File: src/hw/rtl/ca2_pkg.sv
package ca2_pkg;

   localparam int ANGLE_W  = 17;
   localparam int STEP_MAX = 16;

   localparam logic signed [ANGLE_W-1:0] TURN_HALF    = 17'sd32768;
   localparam logic signed [ANGLE_W-1:0] TURN_QUARTER = 17'sd16384;

   localparam logic [13:0] ATAN_STEP [STEP_MAX] = '{
      14'd8192, 14'd4836, 14'd2555, 14'd1297, 14'd651, 14'd326, 14'd163, 14'd81,
      14'd41, 14'd20, 14'd10, 14'd5, 14'd3, 14'd1, 14'd1, 14'd0
   };

   typedef struct packed {
      logic valid;
      logic x_neg;
      logic y_neg;
      logic origin;
      logic x_zero;
      logic y_zero;
   } info_type;

endpackage

File: src/hw/rtl/ca2_cell.sv
module ca2_cell #(
   parameter int DATA_W = 27,
   parameter int STEP   = 0
) (
   input  logic                                  clock,
   input  logic                                  reset,
   input  ca2_pkg::info_type                     src_info,
   input  logic signed [DATA_W-1:0]              src_x,
   input  logic signed [DATA_W-1:0]              src_y,
   input  logic signed [ca2_pkg::ANGLE_W-1:0]    src_z,
   output ca2_pkg::info_type                     dst_info,
   output logic signed [DATA_W-1:0]              dst_x,
   output logic signed [DATA_W-1:0]              dst_y,
   output logic signed [ca2_pkg::ANGLE_W-1:0]    dst_z
);
   import ca2_pkg::*;

   localparam logic signed [ANGLE_W-1:0] STEP_ANGLE =
      {{(ANGLE_W-14){1'b0}}, ATAN_STEP[STEP]};

   info_type                    info_ff;
   logic signed [DATA_W-1:0]    x_ff, x_in;
   logic signed [DATA_W-1:0]    y_ff, y_in;
   logic signed [ANGLE_W-1:0]   z_ff, z_in;
   logic signed [DATA_W-1:0]    dx;
   logic signed [DATA_W-1:0]    dy;
   logic                        y_pos;

   // A rotation toward the X axis: the sign of Y picks the direction.
   always_comb begin
      dx    = src_y >>> STEP;
      dy    = src_x >>> STEP;
      y_pos = !src_y[DATA_W-1] && (src_y != '0);
      if (y_pos) begin
         x_in = src_x + dx;
         y_in = src_y - dy;
         z_in = src_z + STEP_ANGLE;
      end else begin
         x_in = src_x - dx;
         y_in = src_y + dy;
         z_in = src_z - STEP_ANGLE;
      end
   end

   always_ff @(posedge clock) begin
      if (reset) begin
         info_ff.valid <= 1'b0;
      end else begin
         info_ff.valid <= src_info.valid;
      end
      info_ff.x_neg  <= src_info.x_neg;
      info_ff.y_neg  <= src_info.y_neg;
      info_ff.origin <= src_info.origin;
      info_ff.x_zero <= src_info.x_zero;
      info_ff.y_zero <= src_info.y_zero;
      x_ff <= x_in;
      y_ff <= y_in;
      z_ff <= z_in;
   end

   assign dst_info = info_ff;
   assign dst_x    = x_ff;
   assign dst_y    = y_ff;
   assign dst_z    = z_ff;

endmodule

File: src/hw/rtl/cordic_atan2_q15.sv
// Angle of a signed 16-bit vector by vectoring CORDIC, 65536 counts per turn, so
// that pi comes out as -32768 and the origin gives 0. A request is taken in every
// clock cycle that start is high; busy is always low. The angle appears on
// rsp_angle with rsp_valid high for one cycle. An input register folds the vector
// into the first quadrant, one registered cell of the CORDIC row per iteration
// follows, and an output register restores the quadrant. The receiver cannot
// stall the block, so each result must be taken when it appears.
module cordic_atan2_q15 #(
   parameter int ITERATIONS     = 16,
   parameter int PRESCALE_SHIFT = 8
) (
   input  logic               clock,
   input  logic               reset,
   input  logic               start,
   output logic               busy,
   input  logic signed [15:0] req_vec_y,
   input  logic signed [15:0] req_vec_x,
   output logic               rsp_valid,
   output logic signed [15:0] rsp_angle
);
   import ca2_pkg::*;

   localparam int DATA_W = 16 + PRESCALE_SHIFT + 3;

   info_type                    info_ff, info_in;
   logic signed [DATA_W-1:0]    x0_ff, x0_in;
   logic signed [DATA_W-1:0]    y0_ff, y0_in;
   logic [15:0]                 mag_x;
   logic [15:0]                 mag_y;

   info_type                    chain_info [ITERATIONS+1];
   logic signed [DATA_W-1:0]    chain_x    [ITERATIONS+1];
   logic signed [DATA_W-1:0]    chain_y    [ITERATIONS+1];
   logic signed [ANGLE_W-1:0]   chain_z    [ITERATIONS+1];

   logic                        rsp_valid_ff, rsp_valid_in;
   logic signed [15:0]          angle_ff, angle_in;
   logic signed [ANGLE_W-1:0]   quad_angle;
   logic signed [ANGLE_W-1:0]   full_angle;
   info_type                    last_info;

   assign busy = 1'b0;

   always_comb begin
      mag_x = req_vec_x[15] ? 16'(-req_vec_x) : 16'(req_vec_x);
      mag_y = req_vec_y[15] ? 16'(-req_vec_y) : 16'(req_vec_y);
      info_in.valid  = start;
      info_in.x_neg  = req_vec_x[15];
      info_in.y_neg  = req_vec_y[15];
      info_in.origin = (req_vec_x == '0) && (req_vec_y == '0);
      info_in.x_zero = (mag_x == '0);
      info_in.y_zero = (mag_y == '0);
      x0_in = $signed({{(DATA_W-16){1'b0}}, mag_x} << PRESCALE_SHIFT);
      y0_in = $signed({{(DATA_W-16){1'b0}}, mag_y} << PRESCALE_SHIFT);
   end

   always_ff @(posedge clock) begin
      if (reset) begin
         info_ff.valid <= 1'b0;
      end else begin
         info_ff.valid <= info_in.valid;
      end
      info_ff.x_neg  <= info_in.x_neg;
      info_ff.y_neg  <= info_in.y_neg;
      info_ff.origin <= info_in.origin;
      info_ff.x_zero <= info_in.x_zero;
      info_ff.y_zero <= info_in.y_zero;
      x0_ff <= x0_in;
      y0_ff <= y0_in;
   end

   assign chain_info[0] = info_ff;
   assign chain_x[0]    = x0_ff;
   assign chain_y[0]    = y0_ff;
   assign chain_z[0]    = '0;

   for (genvar k = 0; k < ITERATIONS; k++) begin : g_cell
      ca2_cell #(
         .DATA_W (DATA_W),
         .STEP   (k)
      ) u_cell (
         .clock    (clock),
         .reset    (reset),
         .src_info (chain_info[k]),
         .src_x    (chain_x[k]),
         .src_y    (chain_y[k]),
         .src_z    (chain_z[k]),
         .dst_info (chain_info[k+1]),
         .dst_x    (chain_x[k+1]),
         .dst_y    (chain_y[k+1]),
         .dst_z    (chain_z[k+1])
      );
   end

   // Axis cases override the iterated angle, then the input signs restore the quadrant.
   always_comb begin
      last_info = chain_info[ITERATIONS];
      if (last_info.x_zero) begin
         quad_angle = TURN_QUARTER;
      end else if (last_info.y_zero) begin
         quad_angle = '0;
      end else begin
         quad_angle = chain_z[ITERATIONS];
      end
      if (!last_info.x_neg) begin
         full_angle = last_info.y_neg ? -quad_angle : quad_angle;
      end else begin
         full_angle = last_info.y_neg ? (quad_angle - TURN_HALF) : (TURN_HALF - quad_angle);
      end
      angle_in     = last_info.origin ? 16'sd0 : full_angle[15:0];
      rsp_valid_in = last_info.valid;
   end

   always_ff @(posedge clock) begin
      if (reset) begin
         rsp_valid_ff <= 1'b0;
      end else begin
         rsp_valid_ff <= rsp_valid_in;
      end
      angle_ff <= angle_in;
   end

   assign rsp_valid = rsp_valid_ff;
   assign rsp_angle = angle_ff;

endmodule
File: config.mk
export PLATFORM = sky130hd
export DESIGN_NAME = cordic_atan2_q15
export DESIGN_NICKNAME = d
export VERILOG_FILES = /design/src/hw/rtl/ca2_pkg.sv /design/src/hw/rtl/ca2_cell.sv /design/src/hw/rtl/cordic_atan2_q15.sv
export SDC_FILE = /design/constraint.sdc
export NUM_CORES = 2
export LEC_CHECK = 0
export BUFFER_PORTS_ARGS = -buffer_cell sky130_fd_sc_hd__buf_2
export CAP_MARGIN = 15
export CORE_UTILIZATION = 40
export DETAILED_ROUTE_END_ITERATION = 8
export SLEW_MARGIN = 10
export SYNTH_ARGS = -nofsm -noshare
export SYNTH_HDL_FRONTEND = slang
export SYNTH_SLANG_ARGS = --single-unit
File: constraint.sdc
create_clock -name clock -period 7.1 [get_ports clock]
set_clock_uncertainty 0.2 [all_clocks]
set_input_delay 0.71 -clock clock [delete_from_list [all_inputs] [get_ports clock]]
set_output_delay 0.71 -clock clock [all_outputs]
set_load 0.05 [all_outputs]
==> out/qor.csv <==
metric,value,unit
htreeDepth,3,
synth_edf_count,0,
drt-total-wl,183,mm
startpoint_type,register,
drc_errors,0,
cp_slowest_stage_delay,0.60,ns
crit_top_cell,o21ai_0,
final_hold_viol_count,0,
clock-sinks,1030,
antenna_cells,0,
synth_cell_types,86,
yosys-top-cells-area,"dfxtp_1 30%, ha_1 16%, xnor2_1 10%, a21oi_1 4.8%, xor2_1 4.2%",
wl_per_cell,17.3,um
syn_inst,8026,
dr_total_vias,57300,
grt_pass1_wl,290,mm
root_buffer,clkbuf_16,
dp_cells,10300,
critPathMaxFanout,17,
nFillCells,16800,
synth_async_sr_flop_share,0,%
drt_first_pass_iters,6,
cap_violations,0,
setup_tns,0,ns
core,172000,um2
post_drt_via_cell_ratio,5.42,
hp-class,input port to register,
synth-seq-cells,1030,
syn_area_per_cell,8.63,um2
syn_to_final_growth,10.5,%
drt_iter0_markers,3621,
ios,53,
ys_seq_area_share,29.8,%
antenna_found_initial,2,
cts_tree,built,
synth_top_cell_by_area,dfxtp_1,
die_x,418,um
ys.flop_type,dfxtp_1,
critical_path_class,register to register,
numCtsBuffers,111,
track_usage,20.3,%
clk_latency,0.75,ns
initial_core_util,40.3,%
slowest_stage,a2111oi_1,
cp-end-kind,register,
synth_area,69300,um2
rsz0062_at_grt,no,
grt_max_degree,41,
routabilityCongestion,0.906,
slew_headroom,21.4,%
synth_top_cell_area_share,29.8,%
slew_viol_final,0,
io_buffers,50,
outcome,"complete, no violations",
finalNonFillerCells,10600,
fin_crit,6.55,ns
cp_data_required_time,7.57,ns
clock.fmax,153,MHz
ant_nets,0,
setup_viol,0,
die_h,418,um
dp_hpwl,148,mm
dieArea,175000,um2
num_rows,152,
nets,9090,
yosys_warnings,0,
period_share,92.3,%
tightest_slew,1.17,ns
drive_gt1_share,4.52,%
grt_pass1_vias,54100,
clk_pin_slew,0.06,ns
cp.arrival,7.02,ns
cts_buffer_depth,3,
cp_cell_sequence,or4_1 > nor4_2 > nand3_1 > or3_1 > nor4_1 > or2_2 > buf_4 > o31ai_1 > xnor2_1 > ha_1 > o21ai_0 > o21ai_0 > a2111oi_1 > o311ai_0 > a31oi_1 > a21o_1 > o21ai_0 > a2111oi_0 > o31a_1 > xnor2_1,
overflow,0,
==> sequential cells by signal, summed over array words and instances, names as in the netlist <==
signal and cells:
chain_info 6, g_cell.u_cell.dst_info 96, g_cell.u_cell.dst_x 313, g_cell.u_cell.dst_y 353, g_cell.u_cell.dst_z 214, rsp_angle 15, rsp_valid 1, x0_ff 16
y0_ff 16
==> logic make-up (layout without fill, tap and decap cells) <==
family                     after synthesis  count (layout)  synth area share, %
and+or+nand+nor                       2254            2254                 15.8
xor gates and xnor gates              1119            1119                 14.2
DFF                                   1030            1030                 29.8
other                                    1              33              0.00541
adders and majority gates              897             897                 16.6
AOI/OAI and AO/OA                     2133            2133                 19.8
buffers and inverters                  524             721                 2.86
muxes                                   68              68                0.997
==> synthesized netlist by cell type (all sizes together) (17+ instances only) <==
cell type / count
o21a: 102
mux2i: 60
a21o: 225
a211o: 20
a21boi: 48
xor2: 332
a31o: 19
buf: 19
a31oi: 49
nor2: 694
or3: 81
clkbuf: 99
nor4b: 17
dfxtp: 1030
ha: 862
o211ai: 42
nand2b: 97
nand3: 131
a211oi: 47
nand4: 42
nor2b: 130
nor3: 251
and2: 44
o21ai: 413
o21bai: 99
fa: 35
or2: 41
o311ai: 19
o31ai: 140
nor4: 100
a21oi: 665
inv: 404
o31a: 17
a2111oi: 32
or4: 57
o41ai: 45
and3: 50
nand2: 471
xnor2: 787
==> critical path: cells and delay by family (launching register included) <==
kind                     cells  cell delay, ns
buffers and inverters        1            0.25
adder cells (fa/ha/maj)      1            0.33
XOR/XNOR                     2            0.26
flip-flops                   1            0.35
AND/OR/NAND/NOR              6            2.31
AO/OA/AOI/OAI               10            2.75
==> timing repair <==
action | in CTS | in global routing
endpoints found under the hold margin | 26 | 0
buffers inserted | 0 | 0
resized for setup | 0 | 2
endpoints found under the setup margin | 0 | 3
hold buffers | 26 | 0
==> routing by layer <==
| layer | routed length (um) | track usage (%) | part of all wire [%] |
|---|---|---|---|
| met1 | 85600 | 26.9 | 47 |
| met2 | 84700 | 34.3 | 46 |
| met3 | 6860 | 2.17 | 3.7 |
| met4 | 5960 | 6.61 | 3.3 |
| met5 | 0 | 0 | 0 |
==> layout make-up <==
| cell class | instances | area, um2 | area share, % |
|---|---|---|---|
| multi-input cells | 6504 | 46800 | 61.1 |
| flip-flops and latches | 1030 | 20600 | 26.9 |
| clock buffers | 146 | 3130 | 4.09 |
| well taps | 2310 | 2890 | 3.78 |
| inverters | 406 | 1520 | 1.99 |
| clock inverters | 64 | 855 | 1.12 |
| repair buffers | 105 | 728 | 0.951 |
==> metrics by stage <==
step | utilization [%] | cell area (um2) | worst slack, ns | hold slack (ns)
3_3_place_gp | 42.1 | 72300 | 0.528 | 0.111
5_1_grt | 44.6 | 76500 | 0.00323 | 0.0372
4_1_cts | 44.6 | 76500 | 0.447 | 0.000457
2_1_floorplan | - | 69400 | 1.16 | 0.110
6_report | 44.6 | 76500 | 0.550 | 0.0557
3_5_place_dp | 42.1 | 72300 | 0.479 | 0.112
==> cells in the final DEF, fill, tap and decap left out, types with 45 or more instances in the layout <==
cell       instances
a21boi_0          48
and3_1            50
inv_1            402
clkbuf_16        111
dfxtp_1         1030
o31ai_1          140
o21bai_1          99
nor2b_1          130
or3_1             81
buf_2             50
nor4_1            99
xor2_1           332
or4_1             55
mux2i_1           60
nor2_1           694
nand2b_1          97
nand2_1          470
o41ai_1           45
ha_1             862
o21ai_0          411
nand3_1          131
a31oi_1           49
a21oi_1          665
nor3_1           251
o21a_1           102
a21o_1           225
a211oi_1          46
xnor2_1          787
==> final timing paths <==
kind	from	slack [ns]	to	cells past startpoint
hold / removal	req_vec_x[3]	0.06	x0_ff[11]$_DFF_P_	2
setup reg to reg	g_cell[4].u_cell.dst_y[9]$_DFF_P_	0.55	g_cell[5].u_cell.dst_x[26]$_DFF_P_	20
setup / recovery	g_cell[4].u_cell.dst_y[9]$_DFF_P_	0.55	g_cell[5].u_cell.dst_x[26]$_DFF_P_	20
hold reg to reg	g_cell[14].u_cell.dst_z[4]$_DFF_P_	0.12	g_cell[15].u_cell.dst_z[4]$_DFF_P_	0
Power is left out: the tool's default activity adds up to more than one toggle a clock period on the data nets, which glitch-free logic cannot reach.
